==> src/hw/rtl/alma_pkg.sv <==
// Shared types and constants for the audio level moving average unit.
// Holds field widths, register reset values, register indexes and the sequencer states.
// No dependencies; compile this file first.
package alma_pkg;

  // Field and port widths
  localparam int RAW_W         = 10;
  localparam int GAIN_W        = 7;
  localparam int AMP_W         = 16;
  localparam int BINS_W        = 8;
  localparam int LVL_W         = 8;
  localparam int PROD_W        = AMP_W + BINS_W;
  localparam int IN_TDATA_W    = 16;
  localparam int OUT_TDATA_W   = 24;
  localparam int CFG_IDX_W     = 2;
  localparam int CFG_DATA_W    = 16;
  localparam int DEPTH_DEFAULT = 32;

  // Register reset values
  localparam logic [GAIN_W-1:0] GAIN_RESET = 7'd1;
  localparam logic [AMP_W-1:0]  AMP_RESET  = 16'd1023;
  localparam logic [BINS_W-1:0] BINS_RESET = 8'd8;

  // Register indexes on the configuration port
  typedef enum logic [CFG_IDX_W-1:0] {
    CFG_GAIN    = 2'd0,
    CFG_MAX_AMP = 2'd1,
    CFG_BINS    = 2'd2
  } alma_cfg_t;

  // Sequencer states
  typedef enum logic [2:0] {
    ST_IDLE,
    ST_MUL_GAIN,
    ST_SUM,
    ST_DIV_AVG,
    ST_MUL_LVL,
    ST_DIV_LVL,
    ST_OUT
  } alma_state_t;

endpackage

==> src/hw/rtl/alma_mul.sv <==
// Bit-serial shift-and-add multiplier, one multiplier bit per cycle.
// Standalone; instantiated by audio_level_moving_average_unit.
module alma_mul #(
  parameter int MC_W = 16,
  parameter int MP_W = 8
) (
  input  logic                 clk,
  input  logic                 rst_n,
  input  logic                 start,
  input  logic [MC_W-1:0]      mcand,
  input  logic [MP_W-1:0]      mplier,
  output logic [MC_W+MP_W-1:0] product,
  output logic                 done
);

  localparam int P_W   = MC_W + MP_W;
  localparam int CNT_W = $clog2(MP_W + 1);

  logic [P_W-1:0]   acc_r;
  logic [P_W-1:0]   mc_r;
  logic [MP_W-1:0]  mp_r;
  logic [CNT_W-1:0] cnt_r;
  logic             busy_r;
  logic             done_r;

  // Step counter and completion pulse
  always_ff @(posedge clk) begin
    if (!rst_n) begin
      busy_r <= 1'b0;
      done_r <= 1'b0;
      cnt_r  <= '0;
    end else begin
      done_r <= 1'b0;
      if (start) begin
        busy_r <= 1'b1;
        cnt_r  <= '0;
      end else if (busy_r) begin
        cnt_r <= cnt_r + 1'b1;
        if (cnt_r == CNT_W'(MP_W - 1)) begin
          busy_r <= 1'b0;
          done_r <= 1'b1;
        end
      end
    end
  end

  // Add the shifted multiplicand for each set multiplier bit
  always_ff @(posedge clk) begin
    if (start) begin
      acc_r <= '0;
      mc_r  <= P_W'(mcand);
      mp_r  <= mplier;
    end else if (busy_r) begin
      if (mp_r[0]) begin
        acc_r <= acc_r + mc_r;
      end
      mc_r <= mc_r << 1;
      mp_r <= mp_r >> 1;
    end
  end

  assign product = acc_r;
  assign done    = done_r;

endmodule

==> src/hw/rtl/alma_div.sv <==
// Bit-serial restoring divider, one quotient bit per cycle.
// Standalone; instantiated by audio_level_moving_average_unit.
module alma_div #(
  parameter int DVD_W = 24,
  parameter int DVS_W = 16
) (
  input  logic             clk,
  input  logic             rst_n,
  input  logic             start,
  input  logic [DVD_W-1:0] dividend,
  input  logic [DVS_W-1:0] divisor,
  output logic [DVD_W-1:0] quotient,
  output logic             done
);

  localparam int CNT_W = $clog2(DVD_W + 1);

  logic [DVD_W-1:0] q_r;
  logic [DVS_W-1:0] rem_r;
  logic [DVS_W-1:0] dvs_r;
  logic [CNT_W-1:0] cnt_r;
  logic             busy_r;
  logic             done_r;
  logic [DVS_W:0]   rem_sh;
  logic [DVS_W+1:0] diff;
  logic             ge;

  // Shift in the next dividend bit and trial-subtract the divisor
  assign rem_sh = {rem_r, q_r[DVD_W-1]};
  assign diff   = {1'b0, rem_sh} - {2'b00, dvs_r};
  assign ge     = ~diff[DVS_W+1];

  // Step counter and completion pulse
  always_ff @(posedge clk) begin
    if (!rst_n) begin
      busy_r <= 1'b0;
      done_r <= 1'b0;
      cnt_r  <= '0;
    end else begin
      done_r <= 1'b0;
      if (start) begin
        busy_r <= 1'b1;
        cnt_r  <= '0;
      end else if (busy_r) begin
        cnt_r <= cnt_r + 1'b1;
        if (cnt_r == CNT_W'(DVD_W - 1)) begin
          busy_r <= 1'b0;
          done_r <= 1'b1;
        end
      end
    end
  end

  // Quotient bits replace dividend bits from the bottom of the same register
  always_ff @(posedge clk) begin
    if (start) begin
      q_r   <= dividend;
      rem_r <= '0;
      dvs_r <= divisor;
    end else if (busy_r) begin
      q_r   <= {q_r[DVD_W-2:0], ge};
      rem_r <= ge ? diff[DVS_W-1:0] : rem_sh[DVS_W-1:0];
    end
  end

  assign quotient = q_r;
  assign done     = done_r;

endmodule

==> src/hw/rtl/audio_level_moving_average_unit.sv <==
// Audio level meter with a boxcar moving average over WINDOW_DEPTH samples. Each request
// carries one converter reading; it is scaled by the gain register, saturated at the
// full-scale register, pushed into a ring of the last WINDOW_DEPTH samples, and one result
// comes back with the truncated window mean and a display level of mean*(bins-1)/full_scale,
// capped at bins-1 (zero when bins is at most one or full scale is zero). The default
// depth is 32. One request is worked on at a time: the next is not accepted until the
// result has been loaded into the output register. Both products come from one shared
// bit-serial multiplier, and both quotients from one shared bit-serial divider (one
// quotient bit a cycle). The ring needs no clearing pass after reset. Configuration is
// to be written only while the unit is idle; the unit itself does not enforce this.
// Depends on alma_pkg, alma_mul and alma_div.
module audio_level_moving_average_unit
  import alma_pkg::*;
#(
  parameter int WINDOW_DEPTH = DEPTH_DEFAULT
) (
  input  logic                   clk,
  input  logic                   rst_n,
  // in_tdata: [9:0] raw_sample, [15:10] zero
  input  logic                   in_tvalid,
  output logic                   in_tready,
  input  logic [IN_TDATA_W-1:0]  in_tdata,
  // out_tdata: [15:0] average_amplitude, [23:16] display_level
  output logic                   out_tvalid,
  input  logic                   out_tready,
  output logic [OUT_TDATA_W-1:0] out_tdata,
  input  logic                   cfg_valid,
  output logic                   cfg_ready,
  input  logic [CFG_IDX_W-1:0]   cfg_index,
  input  logic [CFG_DATA_W-1:0]  cfg_data
);

  localparam int PTR_W      = (WINDOW_DEPTH > 1) ? $clog2(WINDOW_DEPTH) : 1;
  localparam int SUM_W      = AMP_W + $clog2(WINDOW_DEPTH);
  localparam int DIV_W      = (SUM_W > PROD_W) ? SUM_W : PROD_W;
  localparam int DEPTH_BITS = $clog2(WINDOW_DEPTH + 1);
  localparam int DVS_W      = (DEPTH_BITS > AMP_W) ? DEPTH_BITS : AMP_W;

  alma_state_t       state_r, state_nxt;

  logic [GAIN_W-1:0] gain_r;
  logic [AMP_W-1:0]  max_amp_r;
  logic [BINS_W-1:0] bins_r;

  logic [AMP_W-1:0]  ring_mem [WINDOW_DEPTH];
  logic [AMP_W-1:0]  rd_data_r;
  logic [PTR_W-1:0]  ptr_r;
  logic              full_r;
  logic [SUM_W-1:0]  sum_r, sum_nxt;

  logic [AMP_W-1:0]  scaled_r, scaled_nxt;
  logic [AMP_W-1:0]  avg_r;
  logic [LVL_W-1:0]  level_r, level_nxt;
  logic [AMP_W-1:0]  old_val;
  logic [BINS_W-1:0] top_lvl;

  logic                   out_valid_r;
  logic [OUT_TDATA_W-1:0] out_data_r;
  logic                   out_load;

  logic              mul_start, mul_done;
  logic [AMP_W-1:0]  mul_mc;
  logic [BINS_W-1:0] mul_mp;
  logic [PROD_W-1:0] mul_prod;

  logic              div_start, div_done;
  logic [DIV_W-1:0]  div_dvd, div_q;
  logic [DVS_W-1:0]  div_dvs;

  // Shared serial arithmetic units
  alma_mul #(
    .MC_W (AMP_W),
    .MP_W (BINS_W)
  ) u_mul (
    .clk     (clk),
    .rst_n   (rst_n),
    .start   (mul_start),
    .mcand   (mul_mc),
    .mplier  (mul_mp),
    .product (mul_prod),
    .done    (mul_done)
  );

  alma_div #(
    .DVD_W (DIV_W),
    .DVS_W (DVS_W)
  ) u_div (
    .clk      (clk),
    .rst_n    (rst_n),
    .start    (div_start),
    .dividend (div_dvd),
    .divisor  (div_dvs),
    .quotient (div_q),
    .done     (div_done)
  );

  // Entries past the pointer before the first wrap were never written and read as zero
  assign old_val    = full_r ? rd_data_r : '0;
  assign sum_nxt    = sum_r - SUM_W'(old_val) + SUM_W'(scaled_r);
  assign scaled_nxt = (mul_prod > PROD_W'(max_amp_r)) ? max_amp_r : mul_prod[AMP_W-1:0];
  assign top_lvl    = bins_r - 1'b1;

  // Level: zero for degenerate settings, capped once the mean reaches full scale
  always_comb begin
    if (bins_r <= BINS_W'(1) || max_amp_r == '0) begin
      level_nxt = '0;
    end else if (avg_r >= max_amp_r) begin
      level_nxt = top_lvl;
    end else begin
      level_nxt = div_q[LVL_W-1:0];
    end
  end

  // Sequencer: next state and unit strobes
  always_comb begin
    state_nxt = state_r;
    in_tready = 1'b0;
    mul_start = 1'b0;
    mul_mc    = avg_r;
    mul_mp    = top_lvl;
    div_start = 1'b0;
    div_dvd   = DIV_W'(mul_prod);
    div_dvs   = DVS_W'(max_amp_r);
    out_load  = 1'b0;
    case (state_r)
      ST_IDLE: begin
        in_tready = 1'b1;
        mul_mc    = AMP_W'(in_tdata[RAW_W-1:0]);
        mul_mp    = BINS_W'(gain_r);
        if (in_tvalid) begin
          mul_start = 1'b1;
          state_nxt = ST_MUL_GAIN;
        end
      end
      ST_MUL_GAIN: begin
        if (mul_done) begin
          state_nxt = ST_SUM;
        end
      end
      ST_SUM: begin
        div_start = 1'b1;
        div_dvd   = DIV_W'(sum_nxt);
        div_dvs   = DVS_W'(WINDOW_DEPTH);
        state_nxt = ST_DIV_AVG;
      end
      ST_DIV_AVG: begin
        if (div_done) begin
          mul_start = 1'b1;
          mul_mc    = div_q[AMP_W-1:0];
          state_nxt = ST_MUL_LVL;
        end
      end
      ST_MUL_LVL: begin
        if (mul_done) begin
          div_start = 1'b1;
          state_nxt = ST_DIV_LVL;
        end
      end
      ST_DIV_LVL: begin
        if (div_done) begin
          state_nxt = ST_OUT;
        end
      end
      ST_OUT: begin
        if (!out_valid_r || out_tready) begin
          out_load  = 1'b1;
          state_nxt = ST_IDLE;
        end
      end
      default: begin
        state_nxt = ST_IDLE;
      end
    endcase
  end

  // State, configuration, window bookkeeping and output valid
  always_ff @(posedge clk) begin
    if (!rst_n) begin
      state_r     <= ST_IDLE;
      gain_r      <= GAIN_RESET;
      max_amp_r   <= AMP_RESET;
      bins_r      <= BINS_RESET;
      ptr_r       <= '0;
      full_r      <= 1'b0;
      sum_r       <= '0;
      out_valid_r <= 1'b0;
    end else begin
      state_r <= state_nxt;
      if (cfg_valid) begin
        case (alma_cfg_t'(cfg_index))
          CFG_GAIN:    gain_r    <= cfg_data[GAIN_W-1:0];
          CFG_MAX_AMP: max_amp_r <= cfg_data[AMP_W-1:0];
          CFG_BINS:    bins_r    <= cfg_data[BINS_W-1:0];
          default: begin
          end
        endcase
      end
      if (state_r == ST_SUM) begin
        sum_r <= sum_nxt;
        if (ptr_r == PTR_W'(WINDOW_DEPTH - 1)) begin
          ptr_r  <= '0;
          full_r <= 1'b1;
        end else begin
          ptr_r <= ptr_r + 1'b1;
        end
      end
      if (out_load) begin
        out_valid_r <= 1'b1;
      end else if (out_tready) begin
        out_valid_r <= 1'b0;
      end
    end
  end

  // Ring memory: read the evicted entry at acceptance, write the new one in the sum step
  always_ff @(posedge clk) begin
    if (state_r == ST_IDLE && in_tvalid) begin
      rd_data_r <= ring_mem[ptr_r];
    end
    if (state_r == ST_SUM) begin
      ring_mem[ptr_r] <= scaled_r;
    end
  end

  // Hold intermediate results and the output register
  always_ff @(posedge clk) begin
    if (state_r == ST_MUL_GAIN && mul_done) begin
      scaled_r <= scaled_nxt;
    end
    if (state_r == ST_DIV_AVG && div_done) begin
      avg_r <= div_q[AMP_W-1:0];
    end
    if (state_r == ST_DIV_LVL && div_done) begin
      level_r <= level_nxt;
    end
    if (out_load) begin
      out_data_r <= {level_r, avg_r};
    end
  end

  assign cfg_ready  = 1'b1;
  assign out_tvalid = out_valid_r;
  assign out_tdata  = out_data_r;

endmodule

==> config.mk <==
export PLATFORM = sky130hd
export DESIGN_NAME = audio_level_moving_average_unit
export DESIGN_NICKNAME = d
export VERILOG_FILES = /design/src/hw/rtl/alma_pkg.sv /design/src/hw/rtl/alma_mul.sv /design/src/hw/rtl/alma_div.sv /design/src/hw/rtl/audio_level_moving_average_unit.sv
export SDC_FILE = /design/constraint.sdc
export NUM_CORES = 1
export LEC_CHECK = 0
export ABC_AREA = 1
export BUFFER_PORTS_ARGS = -buffer_cell sky130_fd_sc_hd__buf_2
export CAP_MARGIN = 20
export CORE_MARGIN = 2
export CORE_UTILIZATION = 30
export CTS_CLUSTER_SIZE = 28
export DETAILED_ROUTE_END_ITERATION = 10
export SLEW_MARGIN = 20
export SYNTH_ARGS = -nofsm -noshare
export SYNTH_HDL_FRONTEND = slang
export SYNTH_SLANG_ARGS = --single-unit
==> constraint.sdc <==
create_clock -name clk -period 2.6 [get_ports clk]
set_input_delay 0.13 -clock clk [delete_from_list [all_inputs] [get_ports clk]]
set_output_delay 0.13 -clock clk [all_outputs]
set_load 0.02 [all_outputs]
==> results of run 1 <==
==> sequential cells by signal (all words and copies together), names as in the netlist, 7 cells and up <==
name and count:
u_div.dvs_r 16, u_mul.product 24, max_amp_r 16, rd_data_r 16, ring_mem 512, bins_r 8
scaled_r 16, out_tdata 24, u_div.quotient 24, gain_r 7, sum_r 21, u_mul.mc_r 24
level_r 8, u_mul.mp_r 8, u_div.rem_r 16, avg_r 16
==> power by group <==
part	switching, mW	internal, mW
Sequential	0.962	15.0
Combinational	9.06	4.69
Clock	5.13	6.51
==> worst max path at each step <==
stage | startpoint | to | depth (start not counted)
after floorplan | scaled_r[1]$_DFFE_PP_ | u_div.quotient[16]$_DFFE_PP_ | 13
after global placement | full_r$_SDFFE_PN0P_ | u_div.quotient[20]$_DFFE_PP_ | 14
final | full_r$_SDFFE_PN0P_ | u_div.quotient[18]$_DFFE_PP_ | 16
after CTS | full_r$_SDFFE_PN0P_ | u_div.quotient[19]$_DFFE_PP_ | 15
after global routing | full_r$_SDFFE_PN0P_ | u_div.quotient[16]$_DFFE_PP_ | 17
after detailed placement | full_r$_SDFFE_PN0P_ | u_div.quotient[20]$_DFFE_PP_ | 14
==> critical path: cells and delay by family (launching register included) <==
family,cells,cell delay [ns]
buf+inv,5,0.36
simple gates,7,0.63
compound gates,1,0.06
flops,1,0.45
fa+ha+maj,3,0.77
==> area by class of cell <==
class	count	area share [%]
Antenna cell	1	0.00594
Sequential cell	779	52.7
Inverter	331	2.97
Multi-Input combinational cell	2200	28.0
Clock inverter	51	1.24
Clock buffer	103	5.13
Timing Repair Buffer	263	5.43
Tap cell	1536	4.56
==> cell usage after synthesis (10+ instances only) <==
master    instances  area, um^2
o22ai_1         130         813
nand2_1         565        2120
ha_1            101        1260
xnor2_1          11        96.3
fa_1             18         360
nand4_1          39         244
inv_2            10        37.5
xor2_1           14         123
nand3_1         127         636
a22o_1           52         455
dfxtp_1         123        2460
o211ai_1         14         105
o21ai_1          95         475
edfxtp_1        656       19700
nor2_1          508        1910
o21ai_0         270        1350
a21oi_1         162         811
clkbuf_1         82         308
nor3_1           15        75.1
nand3b_1         10        75.1
buf_2            43         215
inv_1           316        1190
==> routing by layer <==
layer  GRT usage (%)  vias to the layer above
met1            21.0                    12500
met3            2.20                      143
met2            25.8                      728
met5               0                        -
li1                -                    12400
met4            4.78                        0
==> cells by family (layout without fill, tap and decap cells) <==
family | Yosys count | count (layout) | share of synthesized area [%]
AOI/OAI and AO/OA | 748 | 748 | 11.9
xor gates and xnor gates | 25 | 25 | 0.617
adders and majority gates | 119 | 119 | 4.58
buffers and inverters | 473 | 748 | 5.27
DFF | 779 | 779 | 62.5
other | 1 | 2 | 0.0106
and+or+nand+nor | 1307 | 1307 | 15.2
==> repair_timing <==
action | CTS | global route
pin swaps | 1 | 9
setup buffers | 0 | 4
setup endpoints to repair | 3 | 103
hold endpoints to repair | 43 | 0
cloned | 0 | 0
hold buffers | 37 | 0
gates resized for setup | 2 | 37
==> through the flow <==
stage / utilization [%] / total power [mW] / area [um^2] / instances / hold slack, ns
after floorplan: - / 25.0 / 35700 / 3452 / 0.256
after global placement: 33.1 / 29.5 / 38900 / 5069 / 0.362
after detailed placement: 33.1 / 29.7 / 38900 / 5069 / 0.363
after CTS: 35.7 / 41.4 / 42000 / 5260 / 0.261
after global routing: 35.8 / 43.7 / 42100 / 5263 / 0.289
final: 35.8 / 41.4 / 42100 / 5264 / 0.290
==> impl_metrics.toml, run 1 <==
[outcome]
outcome = "complete, no violations"

[synth]
ys.flop_type = "edfxtp_1"
ys_ff_latch = 779
syn-instance-count = 3452
ys_seq_area_share_pct = 62.5
async_reset_ff_share_pct = 0
synthesis.area_um2 = 35500
syn_area_per_cell_um2 = 10.3
synth.distinct_cells = 51
synth_nets = 3610
synth-edff-count = 656
ys_warn_count = 0

[critical_path]
crit_path_start_kind = "register"
r2r_cells = 16
cp_max_fo = 17
crit_chain = "nand2_2 > inv_2 > ha_1 > inv_1 > ha_2 > inv_2 > fa_2 > inv_2 > buf_4 > nand3_1 > nand3_2 > nand2_1 > nand2_1 > nand2_1 > nand3_2 > a21oi_1"
path_class = "reg2reg"
arrival_ns = 2.92
crit_slowest_cell = "dfxtp_4"
worstSetupEndpointType = "register"
cp.required_ns = 2.97
reg2reg_slack_ns = 0.05
r2r_start = "full_r$_SDFFE_PN0P_"
cp_slowest_stage_delay_ns = 0.45
r2r-end = "u_div.quotient[18]$_DFFE_PP_"

[drt]
drt-wirelength-per-cell_um = 18.4
highest_layer = "met4"
num_vias = 25900
vias_per_cell = 4.91
met3_wirelength_um = 5370
wl_met2_um = 45800
routed_wl_um = 96700
wl_met1_um = 43100
firstDrtPassIters = 5
drtIter0Drc = 2394
drcViolationCount = 0
ant_nets = 0

[sta]
grt_setup_unrepaired = "true"
setup_slack_ns = 0.0453
setup_viol = 0
slew_headroom_pct = 48.9
setup_tns_ns = 0
fmax_ghz = 0.391
finalClockSkew_ns = 0.0544
tightest_slew_ns = 0.763
post-route-min-period_ns = 2.55
hold_violations = 0
finalCritPeriodShare_pct = 98.3
slew_viol_final = 0

[job]
drv_cap = 0

[floorplan]
row_count = 126
core_area_um2 = 118000
start_util_pct = 30.2
die_h_um = 348
die-area_um2 = 121000
io_pins = 66
die_x_um = 348

[layout]
area_growth_pct = 18.7
final_cell_mix = "656 x edfxtp_1, 554 x nand2_1, 502 x nor2_1"
drive_gt1_share_pct = 12.0
nFillCells = 11700
final_common_cell = "edfxtp_1"
multiInputGateArea_um2 = 11800
layout.nets = 3816
register_area_um2 = 22200

[pwr]
power_density_nw_per_um2 = 983
irDropWorstVdd_v = 0.000566
leakage_nw = 15.9

[global_route]
grt_max_degree = 58
antenna_found_initial = 0
grt_pass1_wl_um = 146000
overflow = 0
track_usage_pct = 15.5
grt_pass1_vias = 24600

[hold_path]
hold_start = "cfg_data[1]"
hold-path-cell-count = 4
holdPathEnd = "max_amp_r[1]$_SDFFE_PN1P_"
hp-class = "in2reg"

[place]
dp_slack_ns = -0.000489
port_buffers = 58
dp_hpwl_um = 63100
place.gp.congestion = 0.927

[cts]
clk_latency_ns = 0.66
clock_path_buffers = 3
htree_levels = 3
clock_sinks = 779
tritoncts = "yes"
clk_pin_slew_worst_paths_ns = 0.06
cts_buffers = 83
clock-root-buffer = "clkbuf_16"
Power figures use the tool's default switching activity.
==> run 2: changes to the inputs <==
--- a/config.mk
+++ b/config.mk
@@ -10,6 +10,7 @@
 export CAP_MARGIN = 20
 export CORE_MARGIN = 2
 export CORE_UTILIZATION = 30
+export CTS_BUF_LIST = sky130_fd_sc_hd__clkbuf_4 sky130_fd_sc_hd__clkbuf_8
 export CTS_CLUSTER_SIZE = 28
 export DETAILED_ROUTE_END_ITERATION = 10
 export SLEW_MARGIN = 20
==> impl_metrics.toml, run 2 (synthesis results as in run 1) <==
[global_route]
grt_pass1_wl_um = 147000
grt_pass1_vias = 24900
grt_max_degree = 58
overflow = 0
antenna_found_initial = 3
track_usage_pct = 15.8

[cts]
clk_pin_slew_worst_paths_ns = 0.06
clock_path_buffers = 3
clock_sinks = 779
clk_latency_ns = 0.85
htree_levels = 4
cts_buffers = 131
clock-root-buffer = "clkbuf_8"
tritoncts = "yes"

[drt]
drtIter0Drc = 2218
drt-wirelength-per-cell_um = 18.2
wl_met1_um = 42900
drcViolationCount = 0
vias_per_cell = 4.88
ant_nets = 0
num_vias = 26100
routed_wl_um = 97400
met3_wirelength_um = 5920
firstDrtPassIters = 5
wl_met2_um = 46000
highest_layer = "met4"

[place]
dp_slack_ns = -0.000489
port_buffers = 58
place.gp.congestion = 0.927
dp_cells = 5069
dpl-instance-area_um2 = 38900
dp_hpwl_um = 63100

[sta]
setup_slack_ns = 0.0208
fmax_ghz = 0.388
tightest_slew_ns = 0.743
hold_violations = 0
setup_viol = 0
grt_setup_unrepaired = "true"
finalClockSkew_ns = 0.0511
finalCritPeriodShare_pct = 99.2
slew_headroom_pct = 50.3
setup_tns_ns = 0
slew_viol_final = 0
post-route-min-period_ns = 2.58

[critical_path]
reg2reg_slack_ns = 0.02
cp_max_fo = 17
crit_path_start_kind = "register"
crit_start = "full_r$_SDFFE_PN0P_"
cp.required_ns = 3.14
path_class = "reg2reg"
worstSetupEndpointType = "register"
arrival_ns = 3.11
r2r_start = "full_r$_SDFFE_PN0P_"

[outcome]
outcome = "complete, no violations"

[layout]
largest_reg_flops = 512
final_cell_mix = "656 x edfxtp_1, 545 x nand2_1, 500 x nor2_1"
area_growth_pct = 19.3
largest_register = "ring_mem"
final_cells = 5353
layout.nets = 3877
final_common_cell = "edfxtp_1"
nFillCells = 11700
drive_gt1_share_pct = 14.7
finalInstanceArea_um2 = 42300

[floorplan]
start_util_pct = 30.2
die_x_um = 348
die_h_um = 348
row_count = 126
die-area_um2 = 121000
core_area_um2 = 118000
io_pins = 66

[hold_path]
hold_start = "cfg_data[1]"
hp-class = "in2reg"

[pwr]
total_power_mw = 41.1
leakage_nw = 16.1
irDropWorstVdd_v = 0.000461
power_density_nw_per_um2 = 971

[job]
drv_cap = 0
[run 2: cell type report]
cell class / instances / area [um^2] / share of cell area [%]
Antenna cell: 2 / 5.00 / 0.0118
Clock buffer: 182 / 2230 / 5.27
Clock inverter: 47 / 433 / 1.02
Inverter: 331 / 1250 / 2.96
Multi-Input combinational cell: 2200 / 11900 / 28.1
Sequential cell: 779 / 22200 / 52.4
Tap cell: 1536 / 1920 / 4.54
Timing Repair Buffer: 276 / 2420 / 5.72
[run 2: final timing paths]
| path | end | depth (start not counted) |
|---|---|---|
| max | u_div.quotient[16]$_DFFE_PP_ | 15 |
| min | gain_r[1]$_SDFFE_PN0P_ | 4 |
| max reg2reg | u_div.quotient[16]$_DFFE_PP_ | 15 |
| min reg2reg | out_tdata[16]$_DFFE_PP_ | 0 |
[run 2: critical path, cell delays in order (launching register included)]
cell and delay [ns]:
dfxtp_2 0.34, buf_12 0.14, nand2_1 0.06, inv_2 0.06, fa_2 0.46, fa_2 0.40, inv_2 0.09, nand3_2 0.07
nand3_2 0.10, nand2_1 0.08, nand2_2 0.11, nand3b_1 0.12, nand2_1 0.08, nand2_1 0.06, nand3_2 0.08, a21oi_1 0.06
[run 2: routing by layer]
| metal | vias to the layer above | global-route usage [%] |
|---|---|---|
| li1 | 12600 | - |
| met1 | 12600 | 21.1 |
| met2 | 802 | 25.7 |
| met3 | 171 | 2.64 |
| met4 | 0 | 5.57 |
| met5 | - | 0 |
[run 2: power by group]
group	internal (mW)	total [mW]	leakage, nW	switching (mW)
Sequential	15.0	16.0	6.94	0.964
Combinational	4.77	13.9	7.71	9.15
Clock	5.96	11.2	1.40	5.22
[run 2: through the flow]
stage               hold slack (ns)  utilization (%)
floorplan                     0.256                -
global placement              0.362             33.1
detailed placement            0.363             33.1
CTS                          0.0698             35.8
global route                  0.112             36.0
finish                        0.131             36.0
[run 2: timing repair]
item / CTS / global route
buffers inserted: 0 / 5
gates resized for setup: 3 / 62
hold buffers: 48 / 0
pin swaps: 1 / 14
endpoints found under the setup margin: 3 / 95
gates cloned: 0 / 0
endpoints found under the hold margin: 55 / 0
==> run 3: changes to the inputs <==
--- a/config.mk
+++ b/config.mk
@@ -13,6 +13,7 @@
 export CTS_BUF_LIST = sky130_fd_sc_hd__clkbuf_4 sky130_fd_sc_hd__clkbuf_8
 export CTS_CLUSTER_SIZE = 28
 export DETAILED_ROUTE_END_ITERATION = 10
+export MAX_ROUTING_LAYER = met4
 export SLEW_MARGIN = 20
 export SYNTH_ARGS = -nofsm -noshare
 export SYNTH_HDL_FRONTEND = slang
==> impl_metrics.toml, run 3 (synthesis results as in run 1) <==
[pwr]
leakage_nw = 16.0
total_power_mw = 40.8
irDropWorstVdd_v = 0.000465
power_density_nw_per_um2 = 964

[sta]
setup_slack_ns = -0.0112
fmax_ghz = 0.383
setup_tns_ns = -0.0132
tightest_slew_ns = 0.796
post-route-min-period_ns = 2.61
slew_headroom_pct = 46.7
setup_viol = 2
finalCritPeriodShare_pct = 100
hold_violations = 0
finalClockSkew_ns = 0.0474
whs_ns = 0.179
slew_viol_final = 0
grt_setup_unrepaired = "true"

[critical_path]
path_class = "reg2reg"
cp.required_ns = 3.11
r2r_cells = 15
r2r_start = "full_r$_SDFFE_PN0P_"
worst-path-buf-inv = 4
crit_family = "adder cells"
cp_slowest_stage_delay_ns = 0.50
reg2reg_slack_ns = -0.01
crit_slowest_cell = "fa_1"
path_common_cell = "nand2_1"
r2r-end = "u_div.quotient[15]$_DFFE_PP_"
crit_path_start_kind = "register"
worstSetupEndpointType = "register"
arrival_ns = 3.12
crit_chain = "buf_6 > nand2_1 > inv_1 > fa_1 > inv_1 > ha_4 > nand2_2 > inv_2 > nand3_2 > nor3_1 > nand2_2 > nand2_1 > nand2_1 > nand3_2 > a21oi_1"
cp_max_fo = 8

[hold_path]
hold-path-cell-count = 4
hp-class = "in2reg"
holdPathEnd = "max_amp_r[11]$_SDFFE_PN0P_"
hold_start = "cfg_data[11]"

[drt]
drtIter0Drc = 2586
ant_nets = 0
drcViolationCount = 0
vias_per_cell = 4.89
num_vias = 26200
firstDrtPassIters = 6
routed_wl_um = 97800
drt-wirelength-per-cell_um = 18.3

[layout]
largest_reg_flops = 512
finalInstanceArea_um2 = 42300
final_common_cell = "edfxtp_1"
fin_util_pct = 36.0
largest_register = "ring_mem"
layout.nets = 3876
area_growth_pct = 19.2
final_cell_mix = "656 x edfxtp_1, 543 x nand2_1, 499 x nor2_1"
final_cells = 5355
drive_gt1_share_pct = 14.5

[cts]
cts_buffers = 131
htree_levels = 4
clock-root-buffer = "clkbuf_8"
clock_path_buffers = 3
tritoncts = "yes"
clk_pin_slew_worst_paths_ns = 0.06
clk_latency_ns = 0.81
clock_sinks = 779

[floorplan]
start_util_pct = 30.2
die-area_um2 = 121000
core_area_um2 = 118000
row_count = 126
die_h_um = 348
io_pins = 66
die_x_um = 348

[place]
dpl-instance-area_um2 = 38900
dp_slack_ns = -0.0279
place.gp.congestion = 0.927
dp_cells = 5063
port_buffers = 58
dp_hpwl_um = 63400

[global_route]
grt_pass1_wl_um = 148000
grt_max_degree = 67
overflow = 0
track_usage_pct = 16.3
grt_pass1_vias = 24800
antenna_found_initial = 6

[job]
drv_cap = 0

[outcome]
outcome = "complete, but fails checks"
violations = "setup timing"
==> run 3: cell types whose count changed in the layout (fill, tap and decap cells not counted), moves of 3 or more <==
| cell | delta |
|---|---|
| dlygate4sd3_1 | +3 |
| nand3_4 | +3 |
| nand3_1 | -5 |
| nand2_2 | +4 |
| clkinvlp_4 | +4 |
| clkinv_1 | +9 |
| o21ai_1 | +3 |
| buf_4 | -8 |
| nor2_2 | +3 |
==> run 3: worst max path at each step <==
stage,cells after the start,endpoint,slack (ns),startpoint
2_1_floorplan,13,u_div.quotient[16]$_DFFE_PP_,-0.02,scaled_r[1]$_DFFE_PP_
3_3_place_gp,15,u_div.quotient[20]$_DFFE_PP_,-0.01,full_r$_SDFFE_PN0P_
3_5_place_dp,14,u_div.quotient[20]$_DFFE_PP_,-0.03,full_r$_SDFFE_PN0P_
4_1_cts,13,u_div.quotient[20]$_DFFE_PP_,0.0009,scaled_r[15]$_DFFE_PP_
5_1_grt,15,u_div.quotient[15]$_DFFE_PP_,-0.14,full_r$_SDFFE_PN0P_
6_report,15,u_div.quotient[15]$_DFFE_PP_,-0.01,full_r$_SDFFE_PN0P_
==> run 3: cell type report <==
class,count,area [um^2]
flip-flops and latches,779,22200
clock buffers,182,2220
well taps,1536,1920
inverters,331,1250
diodes,1,2.50
clock inverters,51,357
repair buffers,275,2450
fillers,11600,75300
multi-input cells,2200,11900
==> run 3: repair_timing <==
item | 4_1_cts | 5_1_grt
hold endpoints to repair | 55 | 0
hold buffers | 51 | 0
setup buffers | 0 | 8
setup endpoints to repair | 7 | 31
resized for setup | 2 | 72
pin swaps | 2 | 23
==> run 3: per-layer routing <==
metal | track usage (%) | vias up | routed length [um]
li1 | - | 12600 | -
met1 | 21.6 | 12600 | 43800
met2 | 25.9 | 809 | 46100
met3 | 2.23 | 180 | 5390
met4 | 5.50 | 0 | 2580
met5 | - | - | 0
==> run 3: tightest hold or removal path, cell delays in order <==
cell and delay (ns):
dlygate4sd3_1 0.52, buf_2 0.10, o21ai_0 0.07, a21oi_1 0.10
==> run 3: power by group <==
part           internal (mW)  leakage (nW)  switching, mW
logic                   4.77          7.71           9.07
registers               15.0          6.94           1.03
clock network           5.78          1.35           5.08
